<file path="src/hw/rtl/bgab_pkg.sv">
// ----------------------------------------------------------------------------
// bgab_pkg: shared types, constants and helpers
// Fixed-point widths for the bilinear coverage path, register indexes and
// the divide-by-255 used by the alpha and channel blend.
// ----------------------------------------------------------------------------
package bgab_pkg;

  localparam int unsigned FRACTION_BITS = 8;          // valid range 4..16
  localparam int unsigned FracOneW      = FRACTION_BITS + 1;
  localparam int unsigned LerpW         = 8 + FRACTION_BITS;      // horizontal lerp
  localparam int unsigned VertW         = 8 + 2 * FRACTION_BITS;  // vertical lerp

  localparam logic [FracOneW-1:0] FracOne = FracOneW'(1) << FRACTION_BITS;

  // register indexes
  localparam logic [1:0] RegColorRed   = 2'd0;
  localparam logic [1:0] RegColorGreen = 2'd1;
  localparam logic [1:0] RegColorBlue  = 2'd2;
  localparam logic [1:0] RegColorAlpha = 2'd3;

  typedef logic [FRACTION_BITS-1:0] frac_t;
  typedef logic [LerpW-1:0]         lerp_t;

  typedef struct packed {
    logic [7:0] red;
    logic [7:0] green;
    logic [7:0] blue;
  } rgb_t;

  // low FRACTION_BITS of an 8-bit fraction field, zero-extended if wider
  function automatic frac_t frac_sel(input logic [7:0] f);
    logic [FRACTION_BITS+7:0] ext;
    ext = {{FRACTION_BITS{1'b0}}, f};
    return ext[FRACTION_BITS-1:0];
  endfunction

  // floor(x / 255), exact for x up to 255*255
  function automatic logic [7:0] div255(input logic [15:0] x);
    logic [16:0] s;
    s = 17'(x) + 17'd1 + 17'(x[15:8]);
    return s[15:8];
  endfunction

endpackage

</file>
<file path="src/hw/rtl/bgab_cov.sv">
// ----------------------------------------------------------------------------
// bgab_cov: bilinear coverage pipeline
// Stage 1 does both horizontal lerps, stage 2 the vertical lerp and the
// truncation to 8-bit coverage. Destination pixel rides along.
// ----------------------------------------------------------------------------
module bgab_cov (
  input  logic            clk_i,
  input  logic            rst_ni,
  input  logic            valid_i,
  output logic            ready_o,
  input  logic [7:0]      tl_i,
  input  logic [7:0]      tr_i,
  input  logic [7:0]      bl_i,
  input  logic [7:0]      br_i,
  input  logic [7:0]      fu_i,
  input  logic [7:0]      fv_i,
  input  bgab_pkg::rgb_t  dest_i,
  output logic            valid_o,
  input  logic            ready_i,
  output logic [7:0]      cov_o,
  output bgab_pkg::rgb_t  dest_o
);

  logic v1_q, v2_q;
  logic en1, en2;

  bgab_pkg::lerp_t top_d, bot_d, top_q, bot_q;
  bgab_pkg::frac_t fu, fv_q;
  bgab_pkg::rgb_t  dest1_q, dest2_q;
  logic [bgab_pkg::FracOneW-1:0] fu_inv, fv_inv;
  logic [bgab_pkg::VertW-1:0]    vert;
  logic [7:0] cov_q;

  assign en2     = !v2_q || ready_i;
  assign en1     = !v1_q || en2;
  assign ready_o = en1;

  assign fu     = bgab_pkg::frac_sel(fu_i);
  assign fu_inv = bgab_pkg::FracOne - bgab_pkg::FracOneW'(fu);
  assign top_d  = bgab_pkg::LerpW'(tl_i) * bgab_pkg::LerpW'(fu_inv)
                + bgab_pkg::LerpW'(tr_i) * bgab_pkg::LerpW'(fu);
  assign bot_d  = bgab_pkg::LerpW'(bl_i) * bgab_pkg::LerpW'(fu_inv)
                + bgab_pkg::LerpW'(br_i) * bgab_pkg::LerpW'(fu);

  assign fv_inv = bgab_pkg::FracOne - bgab_pkg::FracOneW'(fv_q);
  assign vert   = bgab_pkg::VertW'(top_q) * bgab_pkg::VertW'(fv_inv)
                + bgab_pkg::VertW'(bot_q) * bgab_pkg::VertW'(fv_q);

  always_ff @(posedge clk_i or negedge rst_ni) begin
    if (!rst_ni) begin
      v1_q <= 1'b0;
      v2_q <= 1'b0;
    end else begin
      if (en1) v1_q <= valid_i;
      if (en2) v2_q <= v1_q;
    end
  end

  always_ff @(posedge clk_i) begin
    if (en1) begin
      top_q   <= top_d;
      bot_q   <= bot_d;
      fv_q    <= bgab_pkg::frac_sel(fv_i);
      dest1_q <= dest_i;
    end
    if (en2) begin
      cov_q   <= vert[2*bgab_pkg::FRACTION_BITS +: 8];
      dest2_q <= dest1_q;
    end
  end

  assign valid_o = v2_q;
  assign cov_o   = cov_q;
  assign dest_o  = dest2_q;

endmodule

</file>
<file path="src/hw/rtl/bgab_blend.sv">
// ----------------------------------------------------------------------------
// bgab_blend: alpha scale and per-channel blend pipeline
// Stage 1 scales coverage by color alpha, stage 2 divides by 255 and forms
// the weighted channel sums, stage 3 divides those by 255 (output register).
// ----------------------------------------------------------------------------
module bgab_blend (
  input  logic            clk_i,
  input  logic            rst_ni,
  input  logic            valid_i,
  output logic            ready_o,
  input  logic [7:0]      cov_i,
  input  bgab_pkg::rgb_t  dest_i,
  input  bgab_pkg::rgb_t  color_i,
  input  logic [7:0]      alpha_i,
  output logic            valid_o,
  input  logic            ready_i,
  output bgab_pkg::rgb_t  pix_o
);

  logic v1_q, v2_q, v3_q;
  logic en1, en2, en3;

  logic [15:0]    prod_q;
  bgab_pkg::rgb_t dest1_q, pix_q;
  logic [7:0]     a, a_inv;
  logic [15:0]    sum_r_d, sum_g_d, sum_b_d;
  logic [15:0]    sum_r_q, sum_g_q, sum_b_q;

  assign en3     = !v3_q || ready_i;
  assign en2     = !v2_q || en3;
  assign en1     = !v1_q || en2;
  assign ready_o = en1;

  assign a       = bgab_pkg::div255(prod_q);
  assign a_inv   = 8'd255 - a;
  assign sum_r_d = 16'(dest1_q.red)   * 16'(a_inv) + 16'(color_i.red)   * 16'(a);
  assign sum_g_d = 16'(dest1_q.green) * 16'(a_inv) + 16'(color_i.green) * 16'(a);
  assign sum_b_d = 16'(dest1_q.blue)  * 16'(a_inv) + 16'(color_i.blue)  * 16'(a);

  always_ff @(posedge clk_i or negedge rst_ni) begin
    if (!rst_ni) begin
      v1_q <= 1'b0;
      v2_q <= 1'b0;
      v3_q <= 1'b0;
    end else begin
      if (en1) v1_q <= valid_i;
      if (en2) v2_q <= v1_q;
      if (en3) v3_q <= v2_q;
    end
  end

  always_ff @(posedge clk_i) begin
    if (en1) begin
      prod_q  <= 16'(cov_i) * 16'(alpha_i);
      dest1_q <= dest_i;
    end
    if (en2) begin
      sum_r_q <= sum_r_d;
      sum_g_q <= sum_g_d;
      sum_b_q <= sum_b_d;
    end
    if (en3) begin
      pix_q.red   <= bgab_pkg::div255(sum_r_q);
      pix_q.green <= bgab_pkg::div255(sum_g_q);
      pix_q.blue  <= bgab_pkg::div255(sum_b_q);
    end
  end

  assign valid_o = v3_q;
  assign pix_o   = pix_q;

endmodule

</file>
<file path="src/hw/rtl/bilinear_glyph_alpha_blend.sv">
// ----------------------------------------------------------------------------
// bilinear_glyph_alpha_blend: per-pixel glyph text blender
// Bilinear coverage from four glyph texels, scaled by text alpha, blended
// into the destination RGB pixel toward the configured text color.
// ----------------------------------------------------------------------------
//
// Channel   Dir  Width  Contents
// s_axis    in   72     texels, fractions, destination pixel
// m_axis    out  24     blended pixel
// cfg       in   2+8    text color and alpha registers
//
// One word per clock sustained while m_axis is ready; each word passes
// 2 coverage stages and 3 blend stages, the last being the output register.
// Reset clears all valid bits and loads color 0,0,0 with alpha 255.
// A stall on m_axis holds the output register; bubbles upstream still
// collapse, so s_axis keeps accepting until every stage is full.
// Config writes apply to words at the alpha/blend stages, so write only
// while the pipeline is empty.
// ----------------------------------------------------------------------------
module bilinear_glyph_alpha_blend (
  input  logic        clk_i,
  input  logic        rst_ni,
  // slave side
  input  logic        s_axis_tvalid_i,
  output logic        s_axis_tready_o,
  // [7:0] texel_top_left, [15:8] texel_top_right, [23:16] texel_bottom_left,
  // [31:24] texel_bottom_right, [39:32] frac_u, [47:40] frac_v,
  // [55:48] dest_red, [63:56] dest_green, [71:64] dest_blue
  input  logic [71:0] s_axis_tdata_i,
  // master side
  output logic        m_axis_tvalid_o,
  input  logic        m_axis_tready_i,
  // [7:0] out_red, [15:8] out_green, [23:16] out_blue
  output logic [23:0] m_axis_tdata_o,
  // config write port
  input  logic        cfg_we_i,
  input  logic [1:0]  cfg_index_i,
  input  logic [7:0]  cfg_data_i
);

  // text color registers
  bgab_pkg::rgb_t color_q;
  logic [7:0]     alpha_q;

  always_ff @(posedge clk_i or negedge rst_ni) begin
    if (!rst_ni) begin
      color_q <= '0;
      alpha_q <= 8'd255;
    end else if (cfg_we_i) begin
      case (cfg_index_i)
        bgab_pkg::RegColorRed:   color_q.red   <= cfg_data_i;
        bgab_pkg::RegColorGreen: color_q.green <= cfg_data_i;
        bgab_pkg::RegColorBlue:  color_q.blue  <= cfg_data_i;
        bgab_pkg::RegColorAlpha: alpha_q       <= cfg_data_i;
        default: ;
      endcase
    end
  end

  // input unpack
  bgab_pkg::rgb_t dest_in;
  assign dest_in.red   = s_axis_tdata_i[55:48];
  assign dest_in.green = s_axis_tdata_i[63:56];
  assign dest_in.blue  = s_axis_tdata_i[71:64];

  // coverage -> blend link
  logic           cov_valid, cov_ready;
  logic [7:0]     cov;
  bgab_pkg::rgb_t cov_dest;
  bgab_pkg::rgb_t pix;

  bgab_cov u_cov (
    .clk_i   (clk_i),
    .rst_ni  (rst_ni),
    .valid_i (s_axis_tvalid_i),
    .ready_o (s_axis_tready_o),
    .tl_i    (s_axis_tdata_i[7:0]),
    .tr_i    (s_axis_tdata_i[15:8]),
    .bl_i    (s_axis_tdata_i[23:16]),
    .br_i    (s_axis_tdata_i[31:24]),
    .fu_i    (s_axis_tdata_i[39:32]),
    .fv_i    (s_axis_tdata_i[47:40]),
    .dest_i  (dest_in),
    .valid_o (cov_valid),
    .ready_i (cov_ready),
    .cov_o   (cov),
    .dest_o  (cov_dest)
  );

  bgab_blend u_blend (
    .clk_i   (clk_i),
    .rst_ni  (rst_ni),
    .valid_i (cov_valid),
    .ready_o (cov_ready),
    .cov_i   (cov),
    .dest_i  (cov_dest),
    .color_i (color_q),
    .alpha_i (alpha_q),
    .valid_o (m_axis_tvalid_o),
    .ready_i (m_axis_tready_i),
    .pix_o   (pix)
  );

  // output pack
  assign m_axis_tdata_o = {pix.blue, pix.green, pix.red};

endmodule

</file>
<file path="config.mk">
export PLATFORM = sky130hd
export DESIGN_NAME = bilinear_glyph_alpha_blend
export DESIGN_NICKNAME = d
export VERILOG_FILES = /design/src/hw/rtl/bgab_pkg.sv /design/src/hw/rtl/bgab_cov.sv /design/src/hw/rtl/bgab_blend.sv /design/src/hw/rtl/bilinear_glyph_alpha_blend.sv
export SDC_FILE = /design/constraint.sdc
export NUM_CORES = 2
export LEC_CHECK = 0
export ABC_AREA = 1
export BUFFER_PORTS_ARGS = -buffer_cell sky130_fd_sc_hd__buf_2
export CAP_MARGIN = 20
export CORE_ASPECT_RATIO = 1.75
export CORE_MARGIN = 2
export CORE_UTILIZATION = 40
export DETAILED_ROUTE_END_ITERATION = 10
export SETUP_SLACK_MARGIN = 0.4
export SLEW_MARGIN = 25
export SYNTH_ARGS = -nofsm -noshare
export SYNTH_HDL_FRONTEND = slang
export SYNTH_SLANG_ARGS = --single-unit
</file>
<file path="constraint.sdc">
create_clock -name clk_i -period 17.5 [get_ports clk_i]
set_input_delay 2.625 -clock clk_i [delete_from_list [all_inputs] [get_ports clk_i]]
set_output_delay 2.625 -clock clk_i [all_outputs]
set_load 0.01 [all_outputs]
</file>
* After elaboration in Yosys (flattened, before gate mapping)
Index checks and enable logic that the tools add are counted.
** Operators by class
- Add/sub/neg operators :: 17
- Multiply operators :: 13
- Eq/ne operators :: 3
- Reduce and logical (&&, ||, !) cells :: 15
** Operators by type and width (number)
- $mul A8 B8 Y16 :: 9
- $add A16 B16 Y16 :: 5
- $add A16 B1 Y16 const B :: 4
- $add A16 B8 Y16 :: 4
- $mul A8 B9 Y16 :: 2
- $add A24 B24 Y24 :: 1
- $mul A16 B8 Y24 :: 1
- $mul A16 B9 Y24 :: 1
- $sub A9 B8 Y9 const A :: 2
- $reduce_and A2 Y1 :: 4
- $sub A8 B8 Y8 const A :: 1
- $logic_not A1 Y1 :: 5
- $logic_or A1 B1 Y1 :: 5
- $eq A2 B2 Y1 const B :: 2
- $eq A2 B1 Y1 const B :: 1
- $logic_not A2 Y1 :: 1
** Storage, ports and cells
- Flip-flop bits (word level) :: 245
- Bits of input ports :: 87
- Output and inout port bits :: 26
- Logic and storage cells :: 77

* Depth between registers and ports, before layout
- Depth after elaboration :: 6
- Gate-level depth with buffers :: 35
- Mapped depth without buffers :: 32

* By module
Synthesis repeated with hierarchy kept, for this count alone.
** Second synthesis, totals
- Cell total of the unflattened synthesis :: 5310
- Area total of the unflattened synthesis :: 44047.2 µm²
** By module, submodules not included
- bgab_cov :: times used 1, cells an instance 2644, area each 21762.1 µm², sequential area each 2932.8 µm²
- bgab_blend :: times used 1, cells an instance 2523, area each 20838.7 µm², sequential area each 3438.3 µm²
- bilinear_glyph_alpha_blend :: times used 1, cells an instance 143, area each 1446.4 µm², sequential area each 810.8 µm²

* Worst setup path before layout
No wires, ideal clock.
- Path kind :: in2out
- Start :: input m_axis_tready_i
- End :: output s_axis_tready_o
- Arrival :: 6826 ps
- Required time :: 14875 ps
- Setup slack :: 8049 ps
- Stages on the path :: 8
- Path buffers :: 0
- Cell sequence :: nor2_1 > inv_1 > nor2_1 > inv_1 > nor2_1 > inv_1 > nor2_1 > nand2_1
** Between the ends
- Cells in the longest elaborated chain, start to end :: 5
** RTL lines
- from (decl) :: line bilinear_glyph_alpha_blend.sv:32 : input logic m_axis_tready_i,
- $logic_or A1 B1 Y1 :: line bgab_blend.sv:29 : assign en3 = !v3_q || ready_i;
- named net u_blend.en3 :: line bgab_blend.sv:21 : logic en1, en2, en3;
- $logic_or A1 B1 Y1 :: line bgab_blend.sv:30 : assign en2 = !v2_q || en3;
- named net u_blend.en2 :: line bgab_blend.sv:21
- $logic_or A1 B1 Y1 :: line bgab_blend.sv:31 : assign en1 = !v1_q || en2;
- named net cov_ready :: line bilinear_glyph_alpha_blend.sv:67 : logic cov_valid, cov_ready;
- $logic_or A1 B1 Y1 :: line bgab_cov.sv:34 : assign en2 = !v2_q || ready_i;
- $logic_or A1 B1 Y1 :: line bgab_cov.sv:35 : assign en1 = !v1_q || en2;
- to (decl) :: line bilinear_glyph_alpha_blend.sv:25 : output logic s_axis_tready_o,
The timed path passes the listed nets, and every way through them passes these cells.

* Final worst setup path
- Start :: input s_axis_tdata_i[32]
- End :: register u_cov.bot_q[15], data pin
** Between the ends
- Cells in the longest elaborated chain, start to end :: 3
- Elaborated cells between the ends (all ways) :: 4
- Classes of those cells :: add/sub (2); mul (2)
** RTL lines
- from (decl) :: line bilinear_glyph_alpha_blend.sv:29 : input logic [71:0] s_axis_tdata_i,
- $sub A9 B8 Y9 :: line bgab_cov.sv:39 : assign fu_inv = bgab_pkg::FracOne - bgab_pkg::FracOneW'(fu);
- $mul A8 B9 Y16 :: line bgab_cov.sv:42 : assign bot_d = bgab_pkg::LerpW'(bl_i) * bgab_pkg::LerpW'(fu_inv)
- $add A16 B16 Y16 (*) :: line bgab_cov.sv:43 : + bgab_pkg::LerpW'(br_i) * bgab_pkg::LerpW'(fu);
- named net u_cov.bot_d[15] :: line bgab_cov.sv:27 : bgab_pkg::lerp_t top_d, bot_d, top_q, bot_q;
- to (signal assigned) :: line bgab_cov.sv:62 : bot_q <= bot_d;
- to (decl) :: line bgab_cov.sv:27
Mark *: on every way through the listed nets, which the timed path passes. The rest lies on a longest branch.
A chain may end at the register's enable or synchronous reset.

==> impl_metrics.json <==
{
  "clk_pin_slew_ns": 0.08,
  "period_minus_slack_ns": 8.70,
  "ys_types": 52,
  "tns_ns": 0,
  "path_cells": "buf_2, inv_1, ha_1, xnor2_1, inv_1, nor2_1, fa_1, ha_1, fa_1, fa_1, inv_1, fa_1, fa_1, inv_1, ha_1, a21oi_1, a21boi_0, nor2_1, nor2_1, inv_1, nand2_1, nand2_1",
  "worst_pin_slew_ns": 1.01,
  "clock_latency_ns": 0.62,
  "hold_path_class": "flop to flop",
  "avgSynthCellArea_um2": 8.48,
  "setup-violations-final": 0,
  "dp_hpwl_um": 98600,
  "htree_levels": 1,
  "hold_buffers": 0,
  "postCtsSetupRepairBufs": 0,
  "drt_iter0_markers": 1549,
  "fin_crit_sh_pct": 49.7,
  "drt-total-wl_um": 117000,
  "status": "finished, final reports clean",
  "fmax_mhz": 115,
  "antenna_left": 0,
  "crit_type": "input pin to flop",
  "synthSimpleGateAreaFrac_pct": 15.5,
  "cts_buffer_depth": 3,
  "cts_resized": 0,
  "yosysSeqAreaShare_pct": 16.7,
  "first_pass_iters": 8,
  "startpoint_type": "input pin",
  "synth_fa_ha_area_share_pct": 47.8,
  "critPathMaxStageDelay_ns": 0.75,
  "yosys_warnings": 0,
  "drv_cap": 0,
  "cp-end-kind": "flop",
  "viasPerCell": 4.95,
  "synth_flop_cell": "edfxtp_1",
  "nets": 6370,
  "worstPathRequired_ns": 17.87,
  "port_buffers": 112,
  "fin_worst_skew_ns": 0.0230,
  "synth.ff_latch_count": 245,
  "crit_fanout": 34,
  "synth_compound_area_share_pct": 3.68,
  "synth_edf_count": 208,
  "synth-xor-area-share_pct": 2.16,
  "wl_per_cell_um": 18.0,
  "relSlewSlack_pct": 32.4,
  "initial_utilization_pct": 40.3,
  "cp_data_arrival_time_ns": 9.08,
  "pin_count": 113,
  "grt_usage_pct": 21.6,
  "core_area_um2": 107000,
  "tritoncts": "done",
  "die_w_um": 252,
  "num_vias": 32000,
  "grt_pass1_wl_um": 183000,
  "postSynth.asyncResetShare_pct": 15.1,
  "netlist_instances": 5081,
  "cts_buffers": 27,
  "r2r_cells": 25,
  "grt_pass1_vias": 35000,
  "slowest_stage": "xnor2_1",
  "dieArea_um2": 110000,
  "synthToLayoutAreaGrowth_pct": 5.99,
  "final_max_slew_viol_count": 0,
  "grt_max_degree": 51,
  "grt_overflow_total": 0,
  "whs_path_depth": 0,
  "die_y_um": 438,
  "cts_root_buf": "clkbuf_16",
  "syn_area_um2": 43100,
  "gp_congestion": 0.963,
  "hold_violations": 0,
  "post-route-drc-count": 0,
  "antenna_found_initial": 7,
  "rows": 159,
  "synth_top_family_by_area": "adder cells",
  "synthMuxAreaShare_pct": 0,
  "rsz0062_at_grt": "false",
  "fillCellCount": 10800,
  "numClockSinks": 245,
  "drive_gt1_share_pct": 4.39
}
## per-stage QoR
stage	hold WS, ns	cells	utilization (%)	instance area, µm²	setup WS [ns]
after floorplan	0.400	5083	-	43100	8.05
after global placement	0.403	6424	41.8	44700	8.27
after detailed placement	0.405	6424	41.8	44700	8.18
after CTS	0.419	6474	42.6	45600	8.82
after global routing	0.423	6475	42.7	45700	8.37
final	0.420	6477	42.7	45700	8.80
## critical path: cells and delay by family
| family | cells | cell delay [ns] |
|---|---|---|
| adders and majority gates | 8 | 3.36 |
| buffers and inverters | 6 | 1.14 |
| xor gates and xnor gates | 1 | 0.75 |
| AOI/OAI and AO/OA | 2 | 0.64 |
| and+or+nand+nor | 5 | 0.54 |
## cells by family after synthesis
group / Yosys count
other: 1
xor gates and xnor gates: 104
AOI/OAI and AO/OA: 293
DFF: 245
and+or+nand+nor: 1668
adders and majority gates: 1197
buffers and inverters: 1573
## synth_stat cells (28+ instances only)
library cell,n,share of area [%]
inv_1,1410,12
nand2_1,1061,9.2
fa_1,746,35
ha_1,451,13
nor2_1,411,3.6
edfxtp_1,208,14
a21oi_1,157,1.8
nand3_1,111,1.3
o21ai_0,87,1.0
clkbuf_1,78,0.68
xor2_1,72,1.5
xnor2_1,31,0.63
dfrtp_1,29,1.7
nand4_1,28,0.41
## per-layer routing
| metal | global-route usage [%] | vias up | part of all wire, % |
|---|---|---|---|
| met2 | 43.6 | 918 | 56 |
| met4 | 14.6 | 4 | 8.1 |
| met3 | 1.62 | 366 | 3.6 |
| li1 | - | 14900 | - |
| met5 | 0 | - | 0.024 |
| met1 | 20.3 | 15800 | 32 |
## sequential cells by signal, indices dropped and copies added (netlist names), 8 cells and up
| signal | count |
|---|---|
| u_cov.bot_q | 16 |
| u_cov.dest_o | 24 |
| u_cov.dest1_q | 24 |
| u_cov.top_q | 16 |
| u_blend.pix_o | 24 |
| u_cov.cov_o | 8 |
| u_blend.sum_g_q | 16 |
| u_blend.sum_b_q | 16 |
| u_blend.sum_r_q | 16 |
| alpha_q | 8 |
| u_cov.fv_q | 8 |
| u_blend.dest1_q | 24 |
| u_blend.prod_q | 16 |
| color_q | 24 |
## worst paths after layout
check                                                  from                            end  slack, ns
worst max-delay path                     s_axis_tdata_i[32]      u_cov.bot_q[15]$_DFFE_PP_       8.80
max in group asynchronous                            rst_ni         alpha_q[2]$_DFFE_PN1P_      15.04
min in group asynchronous                            rst_ni        color_q[13]$_DFFE_PN0P_       1.92
worst min-delay path             u_cov.dest_o[23]$_DFFE_PP_  u_blend.dest1_q[23]$_DFFE_PP_       0.42
worst max register to register  u_blend.prod_q[9]$_DFFE_PP_  u_blend.sum_b_q[11]$_DFFE_PP_       9.86
worst min register to register   u_cov.dest_o[23]$_DFFE_PP_  u_blend.dest1_q[23]$_DFFE_PP_       0.42
## area by class of cell
type                       instances  area, µm²  share of cell area [%]
multi-input combinational       3265      29800                    65.3
sequential                       245       7180                    15.7
inverter                        1420       5330                    11.7
tap                             1368       1710                    3.75
clock buffer                      35        791                    1.73
timing repair buffer             127        686                    1.50
clock inverter                    15        165                   0.362
antenna                            2       5.00                  0.0110
## cell usage in the layout (no fill, tap or decap), types with 3 or more instances in the layout
cell type	count
nand3b_1	4
xnor2_1	31
and2_1	3
nand4_1	28
buf_4	14
ha_1	451
o21a_1	4
xor2_1	72
inv_2	11
nand3_1	111
nor2_1	411
clkinv_2	4
edfxtp_1	208
nand2_2	7
dfrtp_1	29
nand2_1	1060
o2111ai_1	3
dfstp_2	8
o21ai_0	87
a21o_1	12
fa_1	746
nand2_4	7
conb_1	3
buf_2	112
clkbuf_16	31
inv_1	1407
or2_2	5
clkbuf_1	4
nor2_2	4
a21oi_1	157
a31oi_1	5
o21bai_1	17
nor3_1	14
Power is left out: the tool's default activity adds up to more than one toggle a clock period on the data nets, which glitch-free logic cannot reach.
